`src/rtl/lru_register_allocator_defines.svh`:
```
`ifndef LRU_REGISTER_ALLOCATOR_DEFINES_SVH
`define LRU_REGISTER_ALLOCATOR_DEFINES_SVH

// Same-cycle implication, sampled on clk, off while rst_n is low.
`define LRA_ASSERT_NOW(lbl, ante, cons, msg) \
  lbl: assert property (@(posedge clk) disable iff (!rst_n) (ante) |-> (cons)) \
    else $error(msg);

// Next-cycle implication, sampled on clk, off while rst_n is low.
`define LRA_ASSERT_NEXT(lbl, ante, cons, msg) \
  lbl: assert property (@(posedge clk) disable iff (!rst_n) (ante) |=> (cons)) \
    else $error(msg);

`endif

```
`src/rtl/lra_pkg.sv`:
```
`timescale 1ns / 1ps
package lra_pkg;

  localparam int NUM_REGS   = 16;
  localparam int STAMP_BITS = 32;
  localparam int IDX_W      = (NUM_REGS > 1) ? $clog2(NUM_REGS) : 1;
  localparam int TIME_W     = 31;
  localparam int TAG_W      = 31;

  // Time saturates at the smaller of 2^31-1 and 2^(STAMP_BITS-1)-1.
  localparam logic [TIME_W-1:0] TIME_LIMIT = (STAMP_BITS - 1 >= TIME_W) ?
    {TIME_W{1'b1}} : TIME_W'((64'd1 << (STAMP_BITS - 1)) - 64'd1);

  localparam logic [15:0] MASK_RESET = 16'hFFCF;

  // Configuration register byte addresses.
  localparam logic [0:0] ADDR_ALLOC_MASK = 1'b0;

  typedef enum logic [1:0] {
    ACT_ALLOC = 2'd0,
    ACT_FREE  = 2'd1,
    ACT_TOUCH = 2'd2,
    ACT_TICK  = 2'd3
  } action_t;

  typedef enum logic [1:0] {
    ST_IDLE,
    ST_SCAN,
    ST_DECIDE,
    ST_OUT
  } state_t;

endpackage

```
`src/rtl/lru_register_allocator.sv`:
```
`timescale 1ns / 1ps
// Channel   Direction  Handshake           Payload
// in_       slave      in_tvalid/tready    tuser: action[1:0]; tdata: reg_index[3:0]
// out_      master     out_tvalid/tready   tdata: granted_reg[3:0], evicted[4],
//                                          value_tag[35:5]
// cfg_      APB slave  psel/penable/pready allocatable_mask at byte address 0
//
// Free, touch and tick requests complete in the cycle they are accepted.
// An allocate request scans the table and then commits: one shared age comparator
// walks the register table one entry per cycle, then the decide state commits the grant.
// The result is held in an output register until taken; in_tready stays low
// from the allocate until the result leaves (or the scan finds no candidate).
// Reset (rst_n low, synchronous) clears state, table and counters at once; result regs are not reset.
`include "lru_register_allocator_defines.svh"

module lru_register_allocator
  import lra_pkg::*;
(
  input  logic        clk,
  input  logic        rst_n,
  input  logic        in_tvalid,
  output logic        in_tready,
  input  logic [7:0]  in_tdata,   // reg_index[3:0], zero pad
  input  logic [1:0]  in_tuser,   // action[1:0]
  output logic        out_tvalid,
  input  logic        out_tready,
  output logic [39:0] out_tdata,  // granted_reg[3:0], evicted[4], value_tag[35:5]
  input  logic        cfg_psel,
  input  logic        cfg_penable,
  input  logic        cfg_pwrite,
  input  logic [0:0]  cfg_paddr,
  input  logic [31:0] cfg_pwdata,
  output logic [31:0] cfg_prdata,
  output logic        cfg_pready
);

  state_t state_r, state_nxt;

  logic [NUM_REGS-1:0]   mask_r;
  logic [NUM_REGS-1:0]   busy_r;
  // Age key per register: 0 means never used, time t is kept as t+1.
  logic [STAMP_BITS-1:0] key_r [NUM_REGS];
  logic [TIME_W-1:0]     time_r;
  logic [TAG_W-1:0]      next_tag_r;

  logic [IDX_W-1:0]      scan_idx_r;
  logic                  free_found_r;
  logic [IDX_W-1:0]      free_idx_r;
  logic                  cand_found_r;
  logic [IDX_W-1:0]      cand_idx_r;
  logic [STAMP_BITS-1:0] best_key_r;

  logic [IDX_W-1:0]      grant_r;
  logic                  evict_r;
  logic [TAG_W-1:0]      tag_out_r;

  logic                  in_acc;
  logic                  cfg_wr;
  action_t               act;
  logic [IDX_W-1:0]      req_idx;
  logic                  req_idx_ok;
  logic                  scan_last;
  logic                  scan_allowed;
  logic                  key_lt;
  logic [STAMP_BITS-1:0] key_now;
  logic                  grant_ok;
  logic [IDX_W-1:0]      grant_idx;

  localparam logic [IDX_W-1:0] LAST_IDX = IDX_W'(NUM_REGS - 1);

  assign in_acc     = in_tvalid && in_tready;
  assign cfg_pready = 1'b1;
  assign cfg_wr     = cfg_psel && cfg_penable && cfg_pwrite && cfg_pready;
  assign cfg_prdata = (cfg_paddr == ADDR_ALLOC_MASK) ? 32'(mask_r) : 32'd0;

  assign act        = action_t'(in_tuser);
  assign req_idx    = IDX_W'(in_tdata[3:0]);
  assign req_idx_ok = 32'(in_tdata[3:0]) < NUM_REGS;

  assign scan_last    = (scan_idx_r == LAST_IDX);
  assign scan_allowed = mask_r[scan_idx_r];
  // Shared comparator: current entry against the oldest seen so far.
  assign key_lt       = key_r[scan_idx_r] < best_key_r;
  assign key_now      = STAMP_BITS'(time_r) + STAMP_BITS'(1);

  // Prefer a free register; else evict the oldest allocatable one.
  assign grant_ok  = free_found_r || cand_found_r;
  assign grant_idx = free_found_r ? free_idx_r : cand_idx_r;

  // Next state.
  always_comb begin
    state_nxt = state_r;
    case (state_r)
      ST_IDLE: begin
        if (in_acc && act == ACT_ALLOC) state_nxt = ST_SCAN;
      end
      ST_SCAN: begin
        if (scan_last) state_nxt = ST_DECIDE;
      end
      ST_DECIDE: begin
        state_nxt = grant_ok ? ST_OUT : ST_IDLE;
      end
      ST_OUT: begin
        if (out_tready) state_nxt = ST_IDLE;
      end
      default: state_nxt = ST_IDLE;
    endcase
  end

  // Handshake outputs.
  always_comb begin
    in_tready  = 1'b0;
    out_tvalid = 1'b0;
    case (state_r)
      ST_IDLE:   in_tready  = 1'b1;
      ST_OUT:    out_tvalid = 1'b1;
      default: begin
        in_tready  = 1'b0;
        out_tvalid = 1'b0;
      end
    endcase
  end

  assign out_tdata = {4'd0, tag_out_r, evict_r, 4'(grant_r)};

  always_ff @(posedge clk) begin
    if (!rst_n) begin
      state_r <= ST_IDLE;
    end else begin
      state_r <= state_nxt;
    end
  end

  // Configuration register.
  always_ff @(posedge clk) begin
    if (!rst_n) begin
      mask_r <= NUM_REGS'(MASK_RESET);
    end else if (cfg_wr && cfg_paddr == ADDR_ALLOC_MASK) begin
      mask_r <= NUM_REGS'(cfg_pwdata[15:0]);
    end
  end

  // Register table, time and tag counters.
  always_ff @(posedge clk) begin
    if (!rst_n) begin
      busy_r     <= '0;
      time_r     <= '0;
      next_tag_r <= '0;
      for (int i = 0; i < NUM_REGS; i++) key_r[i] <= '0;
    end else if (state_r == ST_IDLE && in_acc) begin
      case (act)
        ACT_FREE: begin
          if (req_idx_ok) busy_r[req_idx] <= 1'b0;
        end
        ACT_TOUCH: begin
          if (req_idx_ok) key_r[req_idx] <= key_now;
        end
        ACT_TICK: begin
          if (time_r < TIME_LIMIT) time_r <= time_r + TIME_W'(1);
        end
        default: ;
      endcase
    end else if (state_r == ST_DECIDE && grant_ok) begin
      busy_r[grant_idx] <= 1'b1;
      key_r[grant_idx]  <= key_now;
      next_tag_r        <= next_tag_r + TAG_W'(1);
    end
  end

  // Scan sequencer: one table entry per cycle.
  always_ff @(posedge clk) begin
    if (!rst_n) begin
      scan_idx_r   <= '0;
      free_found_r <= 1'b0;
      cand_found_r <= 1'b0;
    end else if (state_r == ST_IDLE) begin
      scan_idx_r   <= '0;
      free_found_r <= 1'b0;
      cand_found_r <= 1'b0;
    end else if (state_r == ST_SCAN) begin
      scan_idx_r <= scan_last ? scan_idx_r : scan_idx_r + IDX_W'(1);
      if (scan_allowed) begin
        if (!busy_r[scan_idx_r] && !free_found_r) begin
          free_found_r <= 1'b1;
          free_idx_r   <= scan_idx_r;
        end
        // Strict compare keeps the lowest index on ties.
        if (!cand_found_r || key_lt) begin
          cand_found_r <= 1'b1;
          cand_idx_r   <= scan_idx_r;
          best_key_r   <= key_r[scan_idx_r];
        end
      end
    end
  end

  // Result register: hold until taken.
  always_ff @(posedge clk) begin
    if (state_r == ST_DECIDE && grant_ok) begin
      grant_r   <= grant_idx;
      evict_r   <= !free_found_r;
      tag_out_r <= next_tag_r;
    end
  end

  `LRA_ASSERT_NEXT(a_scan_advance, state_r == ST_SCAN && !scan_last,
    scan_idx_r == $past(scan_idx_r) + IDX_W'(1), "scan index did not advance")
  `LRA_ASSERT_NOW(a_grant_busy, out_tvalid, busy_r[grant_r],
    "granted register is not marked busy")
  `LRA_ASSERT_NOW(a_evict_full, out_tvalid && evict_r, (mask_r & ~busy_r) == '0,
    "eviction while an allocatable register is free")
  `LRA_ASSERT_NOW(a_one_at_a_time, in_tready, !out_tvalid,
    "new request taken while a result is pending")

endmodule

```
`config.mk`:
```
export PLATFORM = sky130hd
export DESIGN_NAME = lru_register_allocator
export DESIGN_NICKNAME = d
export VERILOG_FILES = /design/src/rtl/lra_pkg.sv /design/src/rtl/lru_register_allocator.sv
export VERILOG_INCLUDE_DIRS = /design/src /design/src/rtl
export SDC_FILE = /design/constraint.sdc
export NUM_CORES = 1
export LEC_CHECK = 0
export BUFFER_PORTS_ARGS = -buffer_cell sky130_fd_sc_hd__buf_2
export CAP_MARGIN = 0
export CORE_ASPECT_RATIO = 0.6
export CORE_MARGIN = 4
export CORE_UTILIZATION = 35
export CTS_CLUSTER_SIZE = 40
export DETAILED_ROUTE_END_ITERATION = 8
export GPL_TIMING_DRIVEN = 1
export PLACE_DENSITY = 0.59
export SYNTH_ARGS = -nofsm -noshare
export SYNTH_HDL_FRONTEND = slang
export SYNTH_SLANG_ARGS = --single-unit
```
`constraint.sdc`:
```
create_clock -name clk -period 13.1 [get_ports clk]
set_input_delay 3.93 -clock clk [delete_from_list [all_inputs] [get_ports clk]]
set_output_delay 3.93 -clock clk [all_outputs]
set_load 0.01 [all_outputs]
```
# == Word-level counts from Yosys, hierarchy flattened ==
# Memory sizes are Yosys's and may differ from the RTL's. A register that Yosys moved wholly into a read port is not among the register bits.
# Index checks and enable logic that the tools add are counted.
# totals
reg_bits,178
ram_bits,512
output_inout_bits,75
word_cells,112
mem_count,1
# op_classes
add_sub_neg,4
order_cmp,7
eq_ne,11
n_mux,37
n_bitwise,8
n_reduce_logical,30
# mem_list
memory,depth,word_bits,read_ports,rd_ports_with_merged_regs,write_ports,line_no,source
key_r,16,32,1,1,16,lru_register_allocator.sv:42,logic [STAMP_BITS-1:0] key_r [NUM_REGS];
# ops
operator,n
$mux W16,4
$mux W32,2
$reduce_or A32 Y1,2
$add A31 B1 Y31 const B,2
$add A31 B1 Y32 const B,1
$lt A32 B32 Y1,1
$lt A31 B31 Y1 const B,1
$mux W4,5
$mux W1,17
$and A16 B16 Y16,1
$not A16 Y16,1
$or A16 B16 Y16,1
$lt A4 B5 Y1 const B,3
$reduce_and A3 Y1,4
$logic_and A1 B1 Y1,10
$reduce_and A5 Y1,2
$bmux W1 S4,2
$demux W1 S4,2
$eq A2 B2 Y1 const B,4
$ge A4 B1 Y1 const B,2
$mux W2,4
$pmux W2 S4,1
$ne A2 B2 Y1 const B,3
$reduce_and A2 Y1,3
10 further kinds,19

# == Depth between registers and ports, before layout ==
# logic_depth
ltp_word,10
depth_mapped,12

# == Least setup slack after synthesis ==
# No wires, ideal clock.
# synth_path
path_kind,input to output
start,input port cfg_paddr
end,output port cfg_prdata[10]
arrival_ns,4.314
required_time_ns,9.170
path_slack_ns,4.856
stages,2
cell_sequence,clkbuf_1 > nor2b_1
# synth_between
elab_chain_len,1
# synth_rtl
element,line_no,source
"start, declared",lru_register_allocator.sv:31,"input logic [0:0] cfg_paddr,"
$mux W16,lru_register_allocator.sv:74,assign cfg_prdata = (cfg_paddr == ADDR_ALLOC_MASK) ? 32'(mask_r) : 32'd0;
"end, declared",lru_register_allocator.sv:33,"output logic [31:0] cfg_prdata,"
# Every way passes these cells.

# == Worst setup path after layout ==
# layout_path
start,input port cfg_paddr
end,output port cfg_prdata[14]
# The elaborated chain is that of the path after synthesis.

==> flow_summary.toml <==
[timing]
slew_headroom_pct = 11.2
rsz0062_at_grt = "false"
hold_viol = 0
finalMaxSlewViolations = 0
setup_violations = 0
fin_crit_sh_pct = 63.9
whs_ps = 455
worstMarginPinSlew_ps = 1330
post-route-min-period_ps = 8370
setup_tns_ps = 0
finClkSkew_ps = 24.9
fmax_ghz = 0.119

[placed_design]
place_area_um2 = 31900
gp_congestion = 0.821
place.port_buffers = 83
dp_hpwl_mm = 47.5

[route]
vias = 18654
drcViolationCount = 0
drt-vias-per-instance = 5.39
wl_per_cell_um = 23.8
ant_nets = 0
wl_mm = 82.6
drt-initial-drc-count = 2085
drt_pass1_iterations = 9

[power]
p_leak_nw = 11.2
ir_drop_uv = 86.2
power_density_nw_per_um2 = 132

[final_layout]
multiInputGateArea_um2 = 9640
syn_to_final_growth_pct = 12.5
diodes = 0
final_area_um2 = 34000
drive_gt1_share_pct = 19.5
fillers = 7857
final_nets = 2350
seq_area_um2 = 19800
final_util_pct = 39.7

[yosys]
synth_area_um2 = 30200
syn-mean-instance-area_um2 = 13.7
yosys_register_bits = 694
yosysSeqAreaShare_pct = 65.5
synth_edf_count = 588
synthFlopType = "edfxtp_1"
asyncSetResetFlopFracSynth_pct = 0
synthCells = 2211
ys_warn_count = 0
synthDistinctLibCells = 58

[worst_setup_path]
crit_top_cell = "buf_2"
path_delay_family = "buffers and inverters"
worstSetupPathType = "input pin to output pin"
worstPathMaxFanout = 18
cp_data_arrival_time_ps = 4440
crit_chain = "buf_2, nor2b_1, buf_2"
cp-start-kind = "input pin"
cp.required_ps = 9170
path_buf_inv = 2
critPathSlowestCell = "buf_2"
cp-end-kind = "output pin"
slowest_delay_ps = 270

[floorplanning]
std_cell_rows = 83
die_h_um = 235
io_pins = 125
fp.dieW_um = 387
dieArea_um2 = 91200
core_area_um2 = 85500
start_util_pct = 35.3

[cts]
cts_buffer_depth = 3
clock-sinks = 694
holdBufCountCts = 0
clk_pin_slew_ps = 70
tritoncts = "done"
post_cts_buffers = 0
post_cts_resized = 0
clock-root-buffer = "clkbuf_16"
htreeDepth = 2
insertion_delay_ps = 630
cts_buffers = 60

[run]
maxCapViolCount = 0

[global_routing]
grt_pass1_vias = 18339
antenna_found_initial = 2
grt_pass1_wl_mm = 121
grt_use_total_pct = 17.8
grt_max_degree = 94
grt.overflow.total = 0

[outcome]
outcome = "finished, final reports clean"

[worst_hold_path]
hp-class = "flip-flop to flip-flop"
-- final timing paths --
kind         slack, ps  depth (start not counted)        endpoint            from
max reg2reg       7130                         12   best_key_r[5]       flip-flop
max               4730                          3  cfg_prdata[14]       cfg_paddr
min                460                          0   tag_out_r[30]  next_tag_r[30]
min reg2reg        460                          0   tag_out_r[30]  next_tag_r[30]
-- kinds of logic after synthesis --
group,after synthesis,share of synthesized area [%]
adder cells (fa/ha/maj),34,1.41
AND/OR/NAND/NOR,907,12.8
other,2,0.0249
XOR/XNOR,81,2.35
buffers and inverters,215,3.05
multiplexers,181,12.9
AO/OA/AOI/OAI,97,1.93
flip-flops,694,65.5
-- flip-flops by register name, indices dropped and copies added (netlist names), named ones only --
name          count
best_key_r       32
busy_r           16
cand_found_r      1
cand_idx_r        4
evict_r           1
free_found_r      1
free_idx_r        4
grant_r           4
key_r           512
mask_r           16
next_tag_r       31
scan_idx_r        4
state_r           2
tag_out_r        31
time_r           31
-- placed cells by master (no fill, tap or decap), types with 25 or more instances in the layout --
| master | netlist | routed |
|---|---|---|
| mux4_2 | 167 | 167 |
| nand4_1 | 25 | 25 |
| nor3_1 | 26 | 26 |
| edfxtp_1 | 588 | 588 |
| clkbuf_16 | 0 | 63 |
| nor2_1 | 607 | 607 |
| buf_4 | 23 | 62 |
| xnor2_1 | 40 | 39 |
| nand3_1 | 42 | 42 |
| dfxtp_1 | 106 | 102 |
| buf_2 | 15 | 83 |
| ha_1 | 34 | 34 |
| inv_1 | 42 | 41 |
| xor2_1 | 41 | 40 |
| a21oi_1 | 33 | 33 |
| o21ai_0 | 28 | 28 |
| nand2_1 | 117 | 95 |
-- report_power, final --
part	leakage [nW]	switching, mW	internal [mW]
clock	1.00	0.817	1.04
combinational	3.34	0.120	0.0499
sequential	6.89	0.0187	2.44
-- cell type report --
cell class                      instances  area share (%)
Sequential cell                       694            58.3
Multi-Input combinational cell       1321            28.4
Clock buffer                           77            4.94
Tap cell                             1147            4.23
Timing Repair Buffer                  146            2.65
Clock inverter                         35            1.05
Inverter                               43           0.475
-- metrics by stage --
step / worst slack, ps / total power, mW / std cells
final: 4730 / 4.49 / 3463
after global routing: 4640 / 4.64 / 3463
after CTS: 4730 / 4.52 / 3462
after detailed placement: 4730 / 2.68 / 3350
after global placement: 4770 / 2.67 / 3350
after floorplan: 4860 / 2.60 / 2230
-- synth_stat cells, types with 5 or more instances --
cell type	instances	area, um^2
clkbuf_1	114	428
mux4_2	167	3760
ha_1	34	425
mux2_2	6	67.6
nand3_1	42	210
a211oi_1	12	90.1
nand2_1	117	439
xnor2_1	40	350
nor2_1	607	2280
or3_1	5	31.3
nand2b_1	7	43.8
nand4_1	25	156
and2_1	6	37.5
and4_1	9	78.8
a21oi_1	33	165
o21ai_0	28	140
edfxtp_1	588	17700
mux2i_1	8	80.1
nor4_1	8	50.1
nor3_1	26	130
nor2b_1	19	119
and3_1	17	106
inv_1	42	158
xor2_1	41	359
buf_2	15	75.1
dfxtp_1	106	2120
buf_4	23	173
buf_1	19	71.3
-- layer usage --
metal	global-route usage, %	wire, um	share of wire, %	vias up
met5	0	13	0.016	-
met4	3.50	1610	1.9	2
met3	6.21	10600	13	120
met2	26.0	35100	43	923
met1	25.9	35300	43	9524
li1	-	-	-	8085
Power figures use the tool's default switching activity.
